## src/hdl/surf_random_generator_top_assert.svh

```systemverilog
// ----------------------------------------------------------------------------
// Assertion macros for the SURF random generator
// Concurrent checks clocked on clk_i, disabled while rst_ni is low.
// ----------------------------------------------------------------------------
`ifndef SURF_RANDOM_GENERATOR_TOP_ASSERT_SVH
`define SURF_RANDOM_GENERATOR_TOP_ASSERT_SVH

// Check that a condition holds in the same cycle as its trigger
`define SRG_ASSERT_SAME(lbl, trig, cond, msg) \
  lbl: assert property (@(posedge clk_i) disable iff (!rst_ni) (trig) |-> (cond)) \
    else $error(msg);

// Check that a condition holds in the cycle after its trigger
`define SRG_ASSERT_NEXT(lbl, trig, cond, msg) \
  lbl: assert property (@(posedge clk_i) disable iff (!rst_ni) (trig) |=> (cond)) \
    else $error(msg);

`endif

```

## src/hdl/srg_pkg.sv

```systemverilog
// ----------------------------------------------------------------------------
// SURF random generator package
// Shared constants, unit handshake structs and the mush rotation function.
// ----------------------------------------------------------------------------
package srg_pkg;

  localparam int unsigned SeedDepth   = 32;
  localparam int unsigned InputDepth  = 12;
  localparam int unsigned OutputDepth = 8;
  localparam int unsigned Rounds      = 16;

  localparam logic [31:0] GOLDEN = 32'h9e37_79b9;

  // Item commands
  localparam logic [1:0] CMD_SEED  = 2'd0;
  localparam logic [1:0] CMD_INPUT = 2'd1;
  localparam logic [1:0] CMD_DRAW  = 2'd2;

  // Control and status between the sequencer and an iterative unit
  typedef struct packed {
    logic start;
  } unit_ctl_t;

  typedef struct packed {
    logic busy;
    logic done;
  } unit_sts_t;

  // Rotate left by 5, 7, 9 or 13 bits, chosen by the low bits of the word index
  function automatic logic [31:0] mush_rot(input logic [31:0] x, input logic [1:0] sel);
    logic [31:0] r;
    case (sel)
      2'd0: r = {x[26:0], x[31:27]};
      2'd1: r = {x[24:0], x[31:25]};
      2'd2: r = {x[22:0], x[31:23]};
      2'd3: r = {x[18:0], x[31:19]};
      default: r = x;
    endcase
    return r;
  endfunction

endpackage

```

## src/hdl/srg_mod.sv

```systemverilog
// ----------------------------------------------------------------------------
// Iterative remainder unit
// Restoring division, one dividend bit per cycle.
// ----------------------------------------------------------------------------
module srg_mod (
  input  logic                  clk_i,
  input  logic                  rst_ni,
  input  srg_pkg::unit_ctl_t    ctl_i,
  input  logic [31:0]           dividend_i,
  input  logic [31:0]           divisor_i,
  output srg_pkg::unit_sts_t    sts_o,
  output logic [31:0]           rem_o
);

  logic        busy_q, busy_d;
  logic [4:0]  cnt_q, cnt_d;
  logic [31:0] rem_q, rem_d;
  logic [31:0] dvd_q, dvd_d;
  logic [31:0] div_q, div_d;
  logic [32:0] shifted;
  logic [32:0] diff;
  logic        last;

  // Shift in the next dividend bit and subtract when it fits
  assign shifted = {rem_q, dvd_q[31]};
  assign diff    = shifted - {1'b0, div_q};
  assign last    = busy_q && (cnt_q == 5'd31);

  always_comb begin
    busy_d = busy_q;
    cnt_d  = cnt_q;
    rem_d  = rem_q;
    dvd_d  = dvd_q;
    div_d  = div_q;
    if (ctl_i.start && !busy_q) begin
      busy_d = 1'b1;
      cnt_d  = 5'd0;
      rem_d  = 32'd0;
      dvd_d  = dividend_i;
      div_d  = divisor_i;
    end else if (busy_q) begin
      rem_d = (shifted >= {1'b0, div_q}) ? diff[31:0] : shifted[31:0];
      dvd_d = {dvd_q[30:0], 1'b0};
      cnt_d = cnt_q + 5'd1;
      if (last) begin
        busy_d = 1'b0;
      end
    end
  end

  always_ff @(posedge clk_i or negedge rst_ni) begin
    if (!rst_ni) begin
      busy_q <= 1'b0;
      cnt_q  <= 5'd0;
    end else begin
      busy_q <= busy_d;
      cnt_q  <= cnt_d;
    end
  end

  always_ff @(posedge clk_i) begin
    rem_q <= rem_d;
    dvd_q <= dvd_d;
    div_q <= div_d;
  end

  assign sts_o.busy = busy_q;
  assign sts_o.done = last;
  assign rem_o      = rem_q;

endmodule

```

## src/hdl/srg_refill.sv

```systemverilog
// ----------------------------------------------------------------------------
// SURF refill engine
// Holds seed, input and output words; on start bumps the 128-bit counter and
// runs 2 passes of 16 rounds through one shared mush step per cycle.
// ----------------------------------------------------------------------------
module srg_refill (
  input  logic                  clk_i,
  input  logic                  rst_ni,
  input  srg_pkg::unit_ctl_t    ctl_i,
  output srg_pkg::unit_sts_t    sts_o,
  input  logic                  seed_we_i,
  input  logic                  input_we_i,
  input  logic [4:0]            wr_index_i,
  input  logic [31:0]           wr_value_i,
  input  logic [2:0]            rd_index_i,
  output logic [31:0]           rd_word_o
);

  typedef enum logic [4:0] {
    R_IDLE = 5'b00001,
    R_INC  = 5'b00010,
    R_INIT = 5'b00100,
    R_MUSH = 5'b01000,
    R_MIX  = 5'b10000
  } rstate_e;

  rstate_e     state_q, state_d;
  logic [3:0]  idx_q, idx_d;
  logic [3:0]  round_q, round_d;
  logic        pass_q, pass_d;
  logic        carry_q, carry_d;

  logic [31:0] seed_q [srg_pkg::SeedDepth];
  logic [31:0] inw_q  [srg_pkg::InputDepth];
  logic [31:0] obuf_q [srg_pkg::OutputDepth];
  logic [31:0] t_q    [srg_pkg::InputDepth];
  logic [31:0] x_q, x_d;
  logic [31:0] sum_q, sum_d;

  logic [4:0]  seed_addr;
  logic [31:0] seed_rd;
  logic [31:0] t_rd;
  logic [31:0] inc_word;
  logic [31:0] init_word;
  logic [31:0] mush_m;
  logic [31:0] mush_t;
  logic        step_last;

  // Single seed read port: upper input half during init, round keys during mush
  assign seed_addr = (state_q == R_INIT) ? ({1'b0, idx_q} + 5'd12) : {1'b0, idx_q};
  assign seed_rd   = seed_q[seed_addr];
  assign t_rd      = t_q[idx_q];

  assign inc_word  = inw_q[idx_q] + {31'd0, carry_q};
  assign init_word = inw_q[idx_q] ^ seed_rd;

  // Shared mush step
  assign mush_m = ((x_q ^ seed_rd) + sum_q) ^ srg_pkg::mush_rot(x_q, idx_q[1:0]);
  assign mush_t = t_rd + mush_m;

  assign step_last = (idx_q == 4'(srg_pkg::InputDepth - 1));

  // Sequence the refill
  always_comb begin
    state_d = state_q;
    idx_d   = idx_q;
    round_d = round_q;
    pass_d  = pass_q;
    carry_d = carry_q;
    x_d     = x_q;
    sum_d   = sum_q;
    case (state_q)
      R_IDLE: begin
        if (ctl_i.start) begin
          state_d = R_INC;
          idx_d   = 4'd0;
          carry_d = 1'b1;
        end
      end
      R_INC: begin
        carry_d = carry_q && (inc_word == 32'd0);
        if (idx_q == 4'd3) begin
          state_d = R_INIT;
          idx_d   = 4'd0;
        end else begin
          idx_d = idx_q + 4'd1;
        end
      end
      R_INIT: begin
        if (step_last) begin
          x_d     = init_word;
          sum_d   = srg_pkg::GOLDEN;
          idx_d   = 4'd0;
          round_d = 4'd0;
          pass_d  = 1'b0;
          state_d = R_MUSH;
        end else begin
          idx_d = idx_q + 4'd1;
        end
      end
      R_MUSH: begin
        x_d = mush_t;
        if (step_last) begin
          idx_d = 4'd0;
          sum_d = sum_q + srg_pkg::GOLDEN;
          if (round_q == 4'(srg_pkg::Rounds - 1)) begin
            round_d = 4'd0;
            state_d = R_MIX;
          end else begin
            round_d = round_q + 4'd1;
          end
        end else begin
          idx_d = idx_q + 4'd1;
        end
      end
      R_MIX: begin
        if (pass_q) begin
          state_d = R_IDLE;
        end else begin
          pass_d  = 1'b1;
          state_d = R_MUSH;
        end
      end
      default: state_d = R_IDLE;
    endcase
  end

  always_ff @(posedge clk_i or negedge rst_ni) begin
    if (!rst_ni) begin
      state_q <= R_IDLE;
      idx_q   <= 4'd0;
      round_q <= 4'd0;
      pass_q  <= 1'b0;
      carry_q <= 1'b0;
    end else begin
      state_q <= state_d;
      idx_q   <= idx_d;
      round_q <= round_d;
      pass_q  <= pass_d;
      carry_q <= carry_d;
    end
  end

  // Working words of the mush
  always_ff @(posedge clk_i) begin
    x_q   <= x_d;
    sum_q <= sum_d;
    if (state_q == R_INIT) begin
      t_q[idx_q] <= init_word;
    end else if (state_q == R_MUSH) begin
      t_q[idx_q] <= mush_t;
    end
  end

  // Seed words: written by items only
  always_ff @(posedge clk_i or negedge rst_ni) begin
    if (!rst_ni) begin
      for (int i = 0; i < srg_pkg::SeedDepth; i++) begin
        seed_q[i] <= 32'd0;
      end
    end else if (seed_we_i) begin
      seed_q[wr_index_i] <= wr_value_i;
    end
  end

  // Input words: written by items, counter words bumped on refill
  always_ff @(posedge clk_i or negedge rst_ni) begin
    if (!rst_ni) begin
      for (int i = 0; i < srg_pkg::InputDepth; i++) begin
        inw_q[i] <= 32'd0;
      end
    end else if (input_we_i && (wr_index_i < 5'(srg_pkg::InputDepth))) begin
      inw_q[wr_index_i[3:0]] <= wr_value_i;
    end else if (state_q == R_INC) begin
      inw_q[idx_q] <= inc_word;
    end
  end

  // Output buffer: load from seed at init start, fold in t after each pass
  always_ff @(posedge clk_i or negedge rst_ni) begin
    if (!rst_ni) begin
      for (int j = 0; j < srg_pkg::OutputDepth; j++) begin
        obuf_q[j] <= 32'd0;
      end
    end else if ((state_q == R_INIT) && (idx_q == 4'd0)) begin
      for (int j = 0; j < srg_pkg::OutputDepth; j++) begin
        obuf_q[j] <= seed_q[24 + j];
      end
    end else if (state_q == R_MIX) begin
      for (int j = 0; j < srg_pkg::OutputDepth; j++) begin
        obuf_q[j] <= obuf_q[j] ^ t_q[j + 4];
      end
    end
  end

  assign rd_word_o  = obuf_q[rd_index_i];
  assign sts_o.busy = (state_q != R_IDLE);
  assign sts_o.done = (state_q == R_MIX) && pass_q;

endmodule

```

## src/hdl/surf_random_generator_top.sv

```systemverilog
// ----------------------------------------------------------------------------
// SURF random generator, top level
// Counter-mode generator: seed and input writes, bounded draws from an
// eight-word buffer that SURF refills when it runs empty.
// ----------------------------------------------------------------------------
//  channel | direction | handshake                 | payload
//  --------+-----------+---------------------------+----------------------------------
//  in      | input     | in_valid_i / in_stall_o   | cmd, word_index, word_value, bound
//  out     | output    | out_valid_o / out_stall_i | random_value
//
//  Writes and ignored items leave the block idle; a zero-bound draw goes straight
//  to hand-off. Any other draw runs accept, buffer read, 32 remainder steps, hand-off.
//  An empty buffer is first refilled (4 counter words, 12 init steps, 2 x 192
//  mush steps on one shared adder path, 2 folds). Reset clears the seed, input
//  and output words and empties the buffer.
//  The result waits in the output register while out_stall_i is high.
// ----------------------------------------------------------------------------
module surf_random_generator_top (
  input  logic        clk_i,
  input  logic        rst_ni,
  input  logic        in_valid_i,
  output logic        in_stall_o,
  input  logic [1:0]  cmd_i,
  input  logic [4:0]  word_index_i,
  input  logic [31:0] word_value_i,
  input  logic [31:0] bound_i,
  output logic        out_valid_o,
  input  logic        out_stall_i,
  output logic [31:0] random_value_o
);

  typedef enum logic [4:0] {
    S_IDLE   = 5'b00001,
    S_REFILL = 5'b00010,
    S_LOAD   = 5'b00100,
    S_MOD    = 5'b01000,
    S_DONE   = 5'b10000
  } state_e;

  state_e      state_q, state_d;
  logic [3:0]  words_left_q, words_left_d;
  logic [31:0] bound_q, bound_d;
  logic        zero_q, zero_d;
  logic        out_valid_q, out_valid_d;
  logic [31:0] out_data_q, out_data_d;

  logic        in_accept;
  logic        draw;
  logic        out_load;
  logic [3:0]  rd_pos;

  srg_pkg::unit_ctl_t refill_ctl, mod_ctl;
  srg_pkg::unit_sts_t refill_sts, mod_sts;
  logic [31:0]        buf_word;
  logic [31:0]        mod_rem;

  assign in_stall_o = (state_q != S_IDLE);
  assign in_accept  = in_valid_i && !in_stall_o;
  assign draw       = in_accept && (cmd_i == srg_pkg::CMD_DRAW);
  assign rd_pos     = words_left_q - 4'd1;
  assign out_load   = (state_q == S_DONE) && (!out_valid_q || !out_stall_i);

  assign refill_ctl.start = draw && (bound_i != 32'd0) && (words_left_q == 4'd0);
  assign mod_ctl.start    = (state_q == S_LOAD);

  srg_refill u_refill (
    .clk_i      (clk_i),
    .rst_ni     (rst_ni),
    .ctl_i      (refill_ctl),
    .sts_o      (refill_sts),
    .seed_we_i  (in_accept && (cmd_i == srg_pkg::CMD_SEED)),
    .input_we_i (in_accept && (cmd_i == srg_pkg::CMD_INPUT)),
    .wr_index_i (word_index_i),
    .wr_value_i (word_value_i),
    .rd_index_i (rd_pos[2:0]),
    .rd_word_o  (buf_word)
  );

  srg_mod u_mod (
    .clk_i      (clk_i),
    .rst_ni     (rst_ni),
    .ctl_i      (mod_ctl),
    .dividend_i (buf_word),
    .divisor_i  (bound_q),
    .sts_o      (mod_sts),
    .rem_o      (mod_rem)
  );

  // Sequence one draw: refill when empty, take a word, reduce it, hand it off; a zero bound hands off zero
  always_comb begin
    state_d      = state_q;
    words_left_d = words_left_q;
    bound_d      = bound_q;
    zero_d       = zero_q;
    case (state_q)
      S_IDLE: begin
        if (draw) begin
          bound_d = bound_i;
          zero_d  = (bound_i == 32'd0);
          if (bound_i == 32'd0) begin
            state_d = S_DONE;
          end else if (words_left_q == 4'd0) begin
            state_d = S_REFILL;
          end else begin
            state_d = S_LOAD;
          end
        end
      end
      S_REFILL: begin
        if (refill_sts.done) begin
          words_left_d = 4'(srg_pkg::OutputDepth);
          state_d      = S_LOAD;
        end
      end
      S_LOAD: begin
        words_left_d = rd_pos;
        state_d      = S_MOD;
      end
      S_MOD: begin
        if (mod_sts.done) begin
          state_d = S_DONE;
        end
      end
      S_DONE: begin
        if (out_load) begin
          state_d = S_IDLE;
        end
      end
      default: state_d = S_IDLE;
    endcase
  end

  // Hold the result until the receiver takes it
  always_comb begin
    out_valid_d = out_valid_q;
    out_data_d  = out_data_q;
    if (out_load) begin
      out_valid_d = 1'b1;
      out_data_d  = zero_q ? 32'd0 : mod_rem;
    end else if (!out_stall_i) begin
      out_valid_d = 1'b0;
    end
  end

  always_ff @(posedge clk_i or negedge rst_ni) begin
    if (!rst_ni) begin
      state_q      <= S_IDLE;
      words_left_q <= 4'd0;
      zero_q       <= 1'b0;
      out_valid_q  <= 1'b0;
    end else begin
      state_q      <= state_d;
      words_left_q <= words_left_d;
      zero_q       <= zero_d;
      out_valid_q  <= out_valid_d;
    end
  end

  always_ff @(posedge clk_i) begin
    bound_q    <= bound_d;
    out_data_q <= out_data_d;
  end

  assign out_valid_o    = out_valid_q;
  assign random_value_o = out_data_q;

`include "surf_random_generator_top_assert.svh"

  `SRG_ASSERT_SAME(a_words_left_range, 1'b1, words_left_q <= 4'(srg_pkg::OutputDepth), "words_left out of range")
  `SRG_ASSERT_SAME(a_load_nonempty, state_q == S_LOAD, words_left_q != 4'd0, "buffer read while empty")
  `SRG_ASSERT_SAME(a_refill_owner, refill_sts.busy, state_q == S_REFILL, "refill runs outside refill state")
  `SRG_ASSERT_NEXT(a_mod_done, mod_sts.done, state_q == S_DONE && !mod_sts.busy, "remainder finish not handed off")

endmodule

```

## config.mk

```make
export PLATFORM = sky130hd
export DESIGN_NAME = surf_random_generator_top
export DESIGN_NICKNAME = d
export VERILOG_FILES = /design/src/hdl/srg_pkg.sv /design/src/hdl/srg_mod.sv /design/src/hdl/srg_refill.sv /design/src/hdl/surf_random_generator_top.sv
export VERILOG_INCLUDE_DIRS = /design/src /design/src/hdl
export SDC_FILE = /design/constraint.sdc
export NUM_CORES = 2
export LEC_CHECK = 0
export ABC_AREA = 0
export BUFFER_PORTS_ARGS = -buffer_cell sky130_fd_sc_hd__buf_2
export CORE_MARGIN = 1.5
export CORE_UTILIZATION = 35
export CTS_CLUSTER_SIZE = 10
export DETAILED_ROUTE_END_ITERATION = 10
export REMOVE_ABC_BUFFERS = 1
export SLEW_MARGIN = 20
export SYNTH_ARGS = -nofsm -noshare
export SYNTH_HDL_FRONTEND = slang
export SYNTH_SLANG_ARGS = --single-unit
```

## constraint.sdc

```tcl
create_clock -name clk_i -period 9.2 [get_ports clk_i]
set_input_delay 1.84 -clock clk_i [delete_from_list [all_inputs] [get_ports clk_i]]
set_output_delay 1.84 -clock clk_i [all_outputs]
set_load 0.05 [all_outputs]
```

* After elaboration in Yosys (flattened, before gate mapping)
Memory sizes are Yosys's and may differ from the RTL's. Index checks and enable logic that the tools add are counted. W data, S select, Z words.
Storage, ports and cells: bits in registers 1920, RAM bits 384, input port bits 75, output and inout bits 34, word-level logic and storage cells 257, memories kept 1
Memory list:
- u_refill.t_q | words 12, width 32, rd ports 9, clocked after memory_dff 0, write ports 1, RTL line srg_refill.sv:36 | logic [31:0] t_q [srg_pkg::InputDepth];
Operators by class: $add $sub $neg 10, magnitude comparators 10, eq/ne operators 30, muxes and demuxes 73, bitwise gates (word level) 17, reduce and logical (&&, ||, !) cells 46
Operators with widths (count):
- $bwmux W1024 | 1
- $bwmux W384 | 2
- $mux W384 | 2
- $mux W256 | 2
- $mux W32 | 16
- $xor A32 B32 Y32 | 11
- $demux W32 S4 | 2
- $bmux W32 S5 | 1
- $demux W32 S5 | 1
- $bmux W32 S4 | 1
- $pmux W32 S2 | 2
- $pmux W32 S4 | 1
- $bmux W32 S3 | 1
- $mux W5 | 13
- $add A32 B32 Y32 | 2
- $logic_not A32 Y1 | 2
- $pmux W5 S5 | 2
- $ge A33 B32 Y1 | 1
- $add A32 B1 Y32 | 1
- $add A32 B32 Y32 const B | 1
- $mux W4 | 8
- $reduce_bool A32 Y1 | 1
- $sub A32 B32 Y32 | 1
- $logic_and A1 B1 Y1 | 16
- other kinds (42) | 95

* Longest topological paths before layout
depth after elaboration 11, mapped depth 39, mapped depth without buffers 33

* Cells and area by module
Synthesis repeated with hierarchy kept, for this count alone.
Unflattened totals: cell total of the unflattened synthesis 8655, area total of the unflattened synthesis 111692.1 µm²
By module, submodules not included:
- srg_refill | instances 1, cells an instance 7930, area each 103068.9 µm², sequential area each 55469.4 µm²
- srg_mod | instances 1, cells an instance 545, area each 5778.0 µm², sequential area each 2712.6 µm²
- surf_random_generator_top | instances 1, cells an instance 180, area each 2845.2 µm², sequential area each 2198.4 µm²

* Worst setup path after synthesis
No wires, ideal clock.
path kind flip-flop to flip-flop, start point reg u_refill.idx_q[3], end point mem u_refill.t_q[0][31] (data pin), setup time 275 ps, data arrival time 8399 ps, data required time 8925 ps, setup slack 527 ps, stages on the path, launching flop included 37, buffers on the path 5, period minus slack after synthesis 8673 ps, path through dfrtp_1 -> buf_6 -> clkbuf_1 -> inv_1 -> clkbuf_1 -> clkbuf_1 -> ha_1 -> nor2_1 -> a21oi_1 -> clkbuf_1 -> mux4_2 -> mux2i_4 -> xnor2_1 -> ha_1 -> nor2b_1 -> o21ai_0 -> a21boi_0 -> o211ai_1 -> a21boi_0 -> o41ai_1 -> o21ai_0 -> a21o_1 -> a21o_1 -> a21oi_1 -> xnor2_1 -> ha_1 -> a21oi_1 -> o21ai_0 -> a221oi_1 -> o21ai_0 -> a211oi_1 -> o31ai_1 -> a211oi_1 -> xnor2_1 -> xor2_1 -> a21oi_1 -> xnor2_1
On the way: longest elaborated chain between the ends 11, elaborated cells between the ends (all ways) 17, classes of those cells add/sub (3); mux (8); bitwise (5); memory (1)
Ends and longest elaborated chain:
- start, declared | RTL line srg_refill.sv:28 | logic [3:0] idx_q, idx_d;
- start signal, assigned | RTL line srg_refill.sv:137 | idx_q <= idx_d;
- $add A4 B4 Y5 | RTL line srg_refill.sv:50 | assign seed_addr = (state_q == R_INIT) ? ({1'b0, idx_q} + 5'd12) : {1'b0, idx_q};
- $mux W5 | RTL line srg_refill.sv:50
- $not A5 Y6 (implied by the code) | RTL line srg_refill.sv:51 | assign seed_rd = seed_q[seed_addr];
- $bmux W32 S5 | RTL line srg_refill.sv:51
- $mux W32 (implied by the code) (2 in series) | RTL line srg_refill.sv:51
- $xor A32 B32 Y32 | RTL line srg_refill.sv:58 | assign mush_m = ((x_q ^ seed_rd) + sum_q) ^ srg_pkg::mush_rot(x_q, idx_q[1:0]);
- $add A32 B32 Y32 | RTL line srg_refill.sv:58
- $xor A32 B32 Y32 | RTL line srg_refill.sv:58
- $add A32 B32 Y32 | RTL line srg_refill.sv:59 | assign mush_t = t_rd + mush_m;
- $mux W32 (no source line) *
- end, declared | RTL line srg_refill.sv:36
Every way passes the cells marked *; elsewhere a longest branch is shown, timed or not. The select of a mux whose other input is x is not followed.

* Worst setup path after layout
start point reg u_refill.state_q[1], end point mem u_refill.t_q[7][31] (data pin)
On the way: longest elaborated chain between the ends 11, elaborated cells between the ends (all ways) 16, classes of those cells add/sub (2); eq/ne (2); mux (8); bitwise (4)
Ends and longest elaborated chain:
- start, declared | RTL line srg_refill.sv:27 | rstate_e state_q, state_d;
- start signal, assigned | RTL line srg_refill.sv:136 | state_q <= state_d;
- $eq A5 B3 Y1 | RTL line srg_refill.sv:50, srg_refill.sv:148
- $mux W5 | RTL line srg_refill.sv:50
- $not A5 Y6 (implied by the code) | RTL line srg_refill.sv:51
- $bmux W32 S5 | RTL line srg_refill.sv:51
- $mux W32 (implied by the code) (2 in series) | RTL line srg_refill.sv:51
- $xor A32 B32 Y32 | RTL line srg_refill.sv:58
- $add A32 B32 Y32 | RTL line srg_refill.sv:58
- $xor A32 B32 Y32 | RTL line srg_refill.sv:58
- $add A32 B32 Y32 | RTL line srg_refill.sv:59
- $mux W32 (no source line) *
Marked as above.

==> out/metrics.csv <==
metric;value;unit
worst_slew_pin_slew;1.28;ns
antenna_found_initial;32;
final-max-slew-violation-count;0;
hold_depth;0;
skew;0.0605;ns
grt_usage;21.4;%
required;9.83;ns
htreeDepth;5;
timing.final.crit_period;8.67;ns
synth_common_cells;dfrtp_1 (1,694), mux2_2 (1,034), nand2_1 (883);
finalPower;0.0210;W
port_buffers;108;
drc;0;
grt_pass1_wl;516000;um
synth.avg_cell_area;13.2;sq um
die-area;321000;sq um
r2r_cells;35;
cp_max_fo;31;
area_delta_synth_final;12.1;%
ys_warn_count;0;
num_rows;206;
clkSinkCount;2304;
hp-class;flop to flop;
min_to;u_mod.div_q[0];
p_sw_share;22.2;%
max_cap_violations;0;
place.gp.congestion;0.937;
drt_wl_total;352000;um
fin_nets;8477;
via_per_inst;5.83;
dr.pass1.iters;9;
cts_tree;built;
path_buf_inv;4;
routedWlPerCell;27.8;um
async_reset_ff_share;73.6;%
nFillCells;29350;
antenna_left;0;
clk_latency;0.90;ns
post-route-period-util;94.2;%
synth_top_cell_area_share;38.1;%
p_per_area;169;nW/um^2
syn-cell-area;111000;sq um
synth.most_common_cell;dfrtp_1;
hold_ws;0.416;ns
ys_seq_elements;2304;
grt_max_degree;274;
multi_input_area;48000;sq um
seqCellArea;60400;sq um
postPlaceCellArea;116000;sq um
dieHeight;567;um
synth.area.top_cells;dfrtp_1 (38%), edfxtp_1 (16%), mux4_2 (11%);
min_from;bound_q[0];
grt_pass1_vias;75459;
final_cells;12626;
root_buffer;clkbuf_16;
critical_path_depth;35;
fin_area;125000;sq um
layout-drive-gt1-share;28.1;%
vias;73669;
crit_path_frequent_cell;o21ai_0;
startpoint_type;flop;
dpl.hpwl;210000;um
clock_tree.buffer_depth;4;
outcome;finished clean;
ys.flop_type;dfrtp_1;
hold_viol;0;
leakagePower;51.5;nW
pin_count;109;
path_delay_family;compound AO/OA/AOI/OAI gates;
drt_first_iter_violations;7844;
core_area;315000;sq um
criticalPathCategory;flop to flop;
overflow;0;
vdd_drop_max;0.135;mV
syn_inst;8396;
synthDistinctLibCells;96;
p_sw;0.00467;W
clkPwrFrac;48.8;%
setup_tns;0;ns
cp-end-kind;flop;
comb_power_share;1.5;%
setup_viol;0;
cts-buffers-inserted;280;
synth_edf_count;576;
r2r_slack;0.53;ns
cpPeakStageDelay;0.56;ns
relSlewSlack;14.3;%
path_clk_slew;0.05;ns
r2r_start;u_refill.state_q[1];
synth_top_cell_by_area;dfrtp_1;
die_w;567;um
ys_seq_area_share;54.3;%
internal_power;0.0164;W
arrival;9.29;ns
dp.cells;12158;
max_freq;115;MHz
critPathSlowestCell;mux4_2;
start_util;35.2;%
reg2reg_to;u_refill.t_q[7][31];
rsz0062_at_grt;no;
seqPwrFrac;49.7;%
## layout by cell type, fill, tap and decap left out, types with 25 or more instances in the layout
master	count
buf_4	160
o21ai_0	714
nor3_1	37
ha_1	109
xnor2_1	144
inv_1	76
nand2b_1	26
dfxtp_1	32
buf_2	107
nor2_1	189
a222oi_1	32
a21o_1	45
buf_12	25
a22oi_1	369
nor2b_1	48
mux2i_4	29
edfxtp_1	576
nand3_1	52
o21a_1	28
mux4_2	540
a21oi_1	130
nor2_4	36
xor2_1	328
clkbuf_16	284
mux2_2	1034
o21ai_1	108
nand2_1	873
clkbuf_1	109
mux2i_1	78
dfrtp_1	1689
a31oi_1	45
## power groups by stage
stage	Combinational (W)	Sequential (W)	Clock (W)
after floorplan	0.0000104	0.0106	0
after global placement	0.000303	0.0106	0
after detailed placement	0.000314	0.0106	0
after CTS	0.000314	0.0104	0.0104
after global routing	0.000348	0.0104	0.0108
final	0.000310	0.0104	0.0103
## worst max path at each step
stage | from | endpoint | slack, ns
after floorplan | u_refill.idx_q[0] | u_refill.obuf_q[0] | -16.59
final | u_refill.state_q[1] | u_refill.t_q[7][31] | 0.53
after global routing | u_refill.state_q[1] | u_refill.t_q[5][31] | 0.07
after global placement | u_refill.state_q[4] | u_refill.t_q[2][31] | 0.03
after detailed placement | u_refill.state_q[4] | u_refill.t_q[9][31] | 0.04
after CTS | u_refill.state_q[4] | u_refill.t_q[5][31] | 0.36
## metal layers
layer / share of wire (%) / routed length (um) / up-vias / GRT usage (%)
met5: 0.0097 / 34 / - / 0
met4: 3.9 / 13600 / 6 / 7.89
met3: 8.3 / 29000 / 760 / 4.56
met2: 47 / 164000 / 3296 / 34.4
met1: 41 / 145000 / 38806 / 28.5
li1: - / - / 30801 / -
## flip-flops by register name, indices dropped and copies added (netlist names)
| signal | count |
|---|---|
| bound_q | 32 |
| out_valid_o | 1 |
| random_value_o | 32 |
| state_q | 5 |
| u_mod.busy_q | 1 |
| u_mod.cnt_q | 5 |
| u_mod.div_q | 32 |
| u_mod.dvd_q | 32 |
| u_mod.rem_o | 32 |
| u_refill.carry_q | 1 |
| u_refill.idx_q | 4 |
| u_refill.inw_q | 384 |
| u_refill.obuf_q | 256 |
| u_refill.pass_q | 1 |
| u_refill.round_q | 4 |
| u_refill.seed_q | 1024 |
| u_refill.state_q | 5 |
| u_refill.sum_q | 32 |
| u_refill.t_q | 384 |
| u_refill.x_q | 32 |
| words_left_q | 4 |
| zero_q | 1 |
## cells by family after synthesis
logic type	count (synthesis)	share of synthesized area [%]
muxes	1707	23.3
and+or+nand+nor	1420	5.48
DFF	2304	54.3
adders and majority gates	113	1.29
xor gates and xnor gates	482	3.80
buffers and inverters	768	3.04
AOI/OAI and AO/OA	1602	8.80
## stage by stage
stage	setup WS (ns)	util, %
6_report	0.532	39.5
5_1_grt	0.0714	39.5
4_1_cts	0.359	39.4
3_5_place_dp	0.0424	36.8
3_3_place_gp	0.0335	36.8
2_1_floorplan	-16.59	-
## final cells by class
class | count | share of cell area, %
multi-input combinational | 5324 | 38.5
tap | 4160 | 4.18
timing repair buffer | 297 | 1.89
inverter | 82 | 0.248
clock buffer | 404 | 6.15
antenna | 17 | 0.0342
clock inverter | 38 | 0.499
sequential | 2304 | 48.5
## repair_timing
action                     CTS  global route
cloned                       0             1
setup buffers                0             4
gates resized for setup      1             7
pin swaps                    0             2
hold buffers                 0             0
setup endpoints to repair   12            49
Power figures use the tool's default switching activity.
